===== config.mk =====
export PLATFORM = sky130hd
export DESIGN_NAME = pswi_ctrl
export DESIGN_NICKNAME = d
export VERILOG_FILES = /design/src/rtl/pswi_pkg.sv /design/src/rtl/pswi_ctrl.sv
export SDC_FILE = /design/constraint.sdc
export NUM_CORES = 1
export LEC_CHECK = 0
export ABC_AREA = 1
export ABC_CLOCK_PERIOD_IN_PS = 2700
export CORE_AREA = 2 2 39 41
export DETAILED_ROUTE_END_ITERATION = 10
export DIE_AREA = 0 0 41 43
export DONT_BUFFER_PORTS = 1
export SYNTH_ARGS = -nofsm -noshare
export SYNTH_HDL_FRONTEND = slang
export SYNTH_SLANG_ARGS = --single-unit

===== constraint.sdc =====
create_clock -name clock -period 2.7 [get_ports clock]
set_clock_uncertainty 0.1 [all_clocks]
set_input_delay 0.135 -clock clock [delete_from_list [all_inputs] [get_ports clock]]
set_output_delay 0.135 -clock clock [all_outputs]
set_load 0.1 [all_outputs]

===== src/rtl/pswi_pkg.sv =====
// ----------------------------------------------------------------------------
// pswi_pkg
// shared widths, register indexes and control types of the windowed pid unit
// ----------------------------------------------------------------------------
package pswi_pkg;

   localparam int TGT_W     = 16;
   localparam int ERR_W     = 18;
   localparam int SUM_W     = 24;
   localparam int COEF_W    = 32;
   localparam int DRIVE_W   = 32;
   localparam int FRAC_W    = 16;
   localparam int INNER_W   = 58;
   localparam int LO_W      = 29;
   localparam int PROD_W    = COEF_W + INNER_W;
   localparam int Q_W       = PROD_W - 32;
   localparam int CSR_IDX_W = 2;

   localparam logic signed [DRIVE_W-1:0] DRIVE_MAX = 32'sh7FFF_FFFF;
   localparam logic signed [DRIVE_W-1:0] DRIVE_MIN = 32'sh8000_0000;

   localparam logic signed [COEF_W-1:0] PROP_GAIN_RESET = 32'sd65536;

   typedef enum logic [CSR_IDX_W-1:0] {
      CSR_PROP_GAIN        = 2'd0,
      CSR_INTEGRAL_COEFF   = 2'd1,
      CSR_DERIVATIVE_COEFF = 2'd2,
      CSR_POLARITY_DIRECT  = 2'd3
   } csr_index_type;

   typedef struct packed {
      logic load_in;
      logic calc_err;
      logic upd_ring;
      logic mul_terms;
      logic add_inner;
      logic mul_gain;
      logic sum_prod;
      logic load_out;
   } cmd_type;

   typedef struct packed {
      logic out_busy;
   } status_type;

endpackage


===== src/rtl/pswi_ctrl.sv =====
// ----------------------------------------------------------------------------
// pswi_ctrl
// step sequencer: walks one item through the datapath steps
// ----------------------------------------------------------------------------
module pswi_ctrl
   import pswi_pkg::*;
(
   input  logic       clock,
   input  logic       reset,
   input  logic       req_valid,
   output logic       req_ready,
   input  status_type status,
   output cmd_type    cmd
);

   typedef enum logic [2:0] {
      ST_IDLE,
      ST_ERR,
      ST_UPD,
      ST_MULT,
      ST_ADD,
      ST_GAIN,
      ST_PROD,
      ST_FIN
   } state_type;

   state_type state_ff, state_in;

   always_comb begin
      state_in = state_ff;
      cmd      = '0;
      case (state_ff)
         ST_IDLE: begin
            cmd.load_in = req_valid;
            if (req_valid) state_in = ST_ERR;
         end
         ST_ERR: begin
            cmd.calc_err = 1'b1;
            state_in     = ST_UPD;
         end
         ST_UPD: begin
            cmd.upd_ring = 1'b1;
            state_in     = ST_MULT;
         end
         ST_MULT: begin
            cmd.mul_terms = 1'b1;
            state_in      = ST_ADD;
         end
         ST_ADD: begin
            cmd.add_inner = 1'b1;
            state_in      = ST_GAIN;
         end
         ST_GAIN: begin
            cmd.mul_gain = 1'b1;
            state_in     = ST_PROD;
         end
         ST_PROD: begin
            cmd.sum_prod = 1'b1;
            state_in     = ST_FIN;
         end
         ST_FIN: begin
            // hold until the output register is free
            if (!status.out_busy) begin
               cmd.load_out = 1'b1;
               state_in     = ST_IDLE;
            end
         end
         default: state_in = ST_IDLE;
      endcase
   end

   assign req_ready = (state_ff == ST_IDLE);

   always_ff @(posedge clock) begin
      if (reset) begin
         state_ff <= ST_IDLE;
      end else begin
         state_ff <= state_in;
      end
   end

endmodule


==> After elaboration in Yosys (flattened, before gate mapping) <==
Index checks and enable logic that the tools add are counted.
{ "totals": {"mem_bits_ro": 0, "elab_cells": 24, "memories": 0, "input_bits": 4, "latch_bits": 0, "out_inout_bits": 9, "mem_bits_rw": 0, "ff_bits": 3} }
{ "op_classes": {"n_eq_ne": 9, "n_mux": 12, "n_lt_le_gt_ge": 0, "div": 0, "n_reduce_logical": 2, "n_shift": 0, "bitwise_logic": 0, "addsub": 0, "n_mul": 0} }
{ "op_table": {"columns": ["op", "count"], "rows": [
  ["case mux 3 bit (8 select lines)", 1],
  ["equality test 3 bit, second input constant", 4],
  ["2-to-1 mux 1 bit", 9],
  ["equality test 3 x 2 -> 1 bit, second input constant", 2],
  ["2-to-1 mux 3 bit", 2],
  ["inequality test 2 bit, second input constant", 2],
  ["equality test 3 x 1 -> 1 bit, second input constant", 1],
  ["zero test 3 bit", 1],
  ["AND reduction 2 bit", 1]
]} }

==> Logic depth before layout (Yosys ltp) <==
{ "depth": {"ltp_word": 3, "ltp_mapped": 5, "ltp_nobuf": 4} }

==> Worst setup path after synthesis <==
Ideal clock, no wire load.
{ "synth_path": {"path_type": "register to output", "start": "register state_ff[0]", "end": "output port cmd[7] in the netlist's numbering", "n_path_buf": 0, "t_required_ns": 2.465, "path_stages_with_launch": 4, "setup_slack_ns": -0.235, "arrival_ns": 2.700, "path_cell_list": "dfxtp_1 -> inv_2 -> nand2_4 -> nor3b_1"} }
{ "synth_lines": {"columns": ["element", "line_no", "rtl"], "rows": [
  ["start: declaration", "pswi_ctrl.sv:27", "state_type state_ff, state_in;"],
  ["start signal: assignment", "pswi_ctrl.sv:78", "state_ff <= state_in;"],
  ["end: declaration", "pswi_ctrl.sv:13", "output cmd_type cmd"]
]} }

==> summary.md <==
| Metric | Value |
|---|---|
| Final critical-path required period | 1670 ps |
| Power Density | 679 mW/mm2 |
| Worst hold path endpoint | state_ff[2] |
| Die span in x | about 41 um |
| EDFF count, synth | 0 |
| Max transition margin | 66.2% |
| Initial antenna violation count | 0 |
| DR WL/cell | about 9.6 um |
| CTS Sinks | 3 |
| Initial DRC Count | 2 |
| Worst-path fanout max | 9 |
| Reg2Reg Depth | 3 |
| Gate Count Post-Synth | 27 |
| Largest registers | state_ff (3) |
| Post-route cell area | approximately 420 um2 |
| VDD IR-drop max | around 0.28 mV |
| Fin. max-slew vios | 0 |
| # fillers | about 150 |
| Die Ht | 43 um |
| CTS buffer count | 3 |
| Yosys reg bits | 3 |
| First-pass GRT wire length | 966 um |
| Vias in the first global route | 218 |
| Crit. End Element | output port |
| CP required | roughly 2500 ps |
| Row cnt | 14 |
| Overall power | 287 uW |
| Setup-failing EPs final | 0 |
| Timing startpoint of the critical path | state_ff[2] |
| Starting Density | approximately 14% |
| FMAX | 598 MHz |
| Worst Hold Depth | 2 |
| Count of cell types in the netlist | 15 |
| Port Buffers | 0 |
| Biggest register | state_ff |
| Largest cells by area after synthesis | dfxtp_1, nor3_1, nor3_2, nor2_1, buf_6 |
| Min-delay worst type | primary input to register |
| Max_cap viols | 0 |
| Hold path start | status |
| Total GRT Usage | roughly 8% |
| R2r setup slk | 1040 ps |
| CTS tree | done |
| Die Area | about 0.0018 mm2 |
| Area delta synth->final | 111% |
| Synthesized net count | 31 |
| Post-CTS Hold Fix Bufs | 2 |
| Commonest cells in the synthesized netlist | nor2_1, nor3_1, dfxtp_1 |
| Reg-to-reg startpoint | state_ff[2] |
| Critical Path Start Type | register |
| Final std cells w/o fill | 57 |
| Async S/R FF share, synth | 0% |
| Most common flop cell mapped by yosys | dfxtp_1 |
| Post-synth top area share | between 30% and 40% |
| First-pass iteration count of the detailed router | 3 |
| Leading area contributor after synthesis | dfxtp_1 |
| Max Buffers Root-to-Sink | 2 |
| Drt drc | 0 |
| H-tree Lvls | 1 |
| DR vias/cell | 4.11 |
| Placed cell areas | around 380 um2 |
| Clock Latency Late Sink | 230 ps |
| Fraction of layout cells with a size suffix above 1 | about two thirds |
| Final Util | a little under a third |
| Avg Inst Size Synth | 7.41 um2 |
| Worst EP arrival | approximately 1400 ps |
| Most frequent cell after synthesis | nor2_1 |
| Post-CTS setup buffers | 0 |
| Status | complete, no violations |
| Largest net degree at the start of global routing | 10 |
| Hpwl dp | 449 um |
| Clock root buffer | clkbuf_4 |
| Vias | ~230 |
| Remaining antenna violation count | 0 |
| Seq/Total Area, Yosys | between 30% and 40% |
| Endpoints failing hold | 0 |
| Ys Warns | 0 |
| Cell leakage power | about 0.18 nW |
| Ports | 13 |
| Final worst-path cycle share | about three fifths |
| Max reg flops | 3 |
| CTS resizes | 0 |
| WL final | approximately 550 um |
| Least-Margin Pin Slew | roughly 510 ps |
| Global route overflow | 0 |
| Capture point of the worst reg-to-reg path | state_ff[0] |
| Fin nets | 46 |
| Gp weighted congestion | 0.732 |
| RSZ-0062 raised after global routing | false |
| Core ar. | roughly 0.0014 mm2 |
| Crit path kind | register to output port |
| Ant. Diodes | 0 |
| Reg clk slew, reported paths | around 30 ps |
| Inst Count DP | approximately 50 |
| Netlist Area Pre-Place | ~200 um2 |
[how the worst max path moves through the flow]
stage	depth (start not counted)	to	slack (ps)
after floorplan	3	cmd[2]	-70
after global placement	3	cmd[0]	1290
after detailed placement	3	cmd[0]	1270
after CTS	3	cmd[0]	1010
after global routing	3	cmd[2]	940
final	3	cmd[0]	1030
[critical path: stages (launching register included)]
cell and delay, ps:
dfxtp_1 630, nand3_1 160, nor2_2 130, buf_4 300
[report_power, final]
part	internal [mW]	switching, mW	total [mW]
sequential	0.0492	0.0115	0.0607
clock	0.0553	0.0217	0.0770
combinational	0.0423	0.107	0.150
total	0.147	0.141	0.287
[cell usage in the layout, fill, tap and decap left out]
master         Yosys  routed
a211oi_1           1       1
a31oi_1            1       1
buf_4              0       6
clkbuf_1           0       1
clkbuf_16          0       3
clkbuf_4           0       3
dfxtp_1            3       3
dlygate4sd3_1      0       2
inv_1              1       1
inv_2              2       2
inv_4              1       1
nand2_1            2       2
nand2_4            1       1
nand3_1            1       1
nor2_1             5       1
nor2_2             0       4
nor3_2             2       5
nor3_4             0       1
nor3b_4            0       1
o211ai_1           1       1
[kinds of logic (layout without fill, tap and decap cells)]
family          Yosys count  in the layout  share of synthesized area, %
simple gates             16             16                          45.0
buf+inv                   5             19                          14.4
compound gates            3              3                          10.6
flops                     3              3                          30.0
[cell type report]
| cell class | instances | area (um2) | area share (%) |
|---|---|---|---|
| multi-input cells | 19 | 159 | 37.6 |
| repair buffers | 11 | 140 | 33.1 |
| flip-flops and latches | 3 | 60.1 | 14.2 |
| clock buffers | 4 | 26.3 | 6.21 |
| well taps | 16 | 20.0 | 4.73 |
| inverters | 4 | 17.5 | 4.14 |
[routing by layer]
layer / vias up / GRT usage (%) / part of all wire [%]
met2: 13 / 9.38 / 41
met4: 0 / 2.00 / 0
li1: 118 / - / -
met3: 0 / 7.33 / 15
met1: 103 / 11.2 / 43
met5: - / 0 / 0
[per-stage QoR]
stage	TNS (ps)	setup WS [ps]	hold WS, ps
floorplan	-180	-66.7	105
global placement	0	1290	107
detailed placement	0	1270	107
CTS	0	1010	12.4
global route	0	938	21.5
finish	0	1030	22.0
Power figures use the tool's default switching activity.
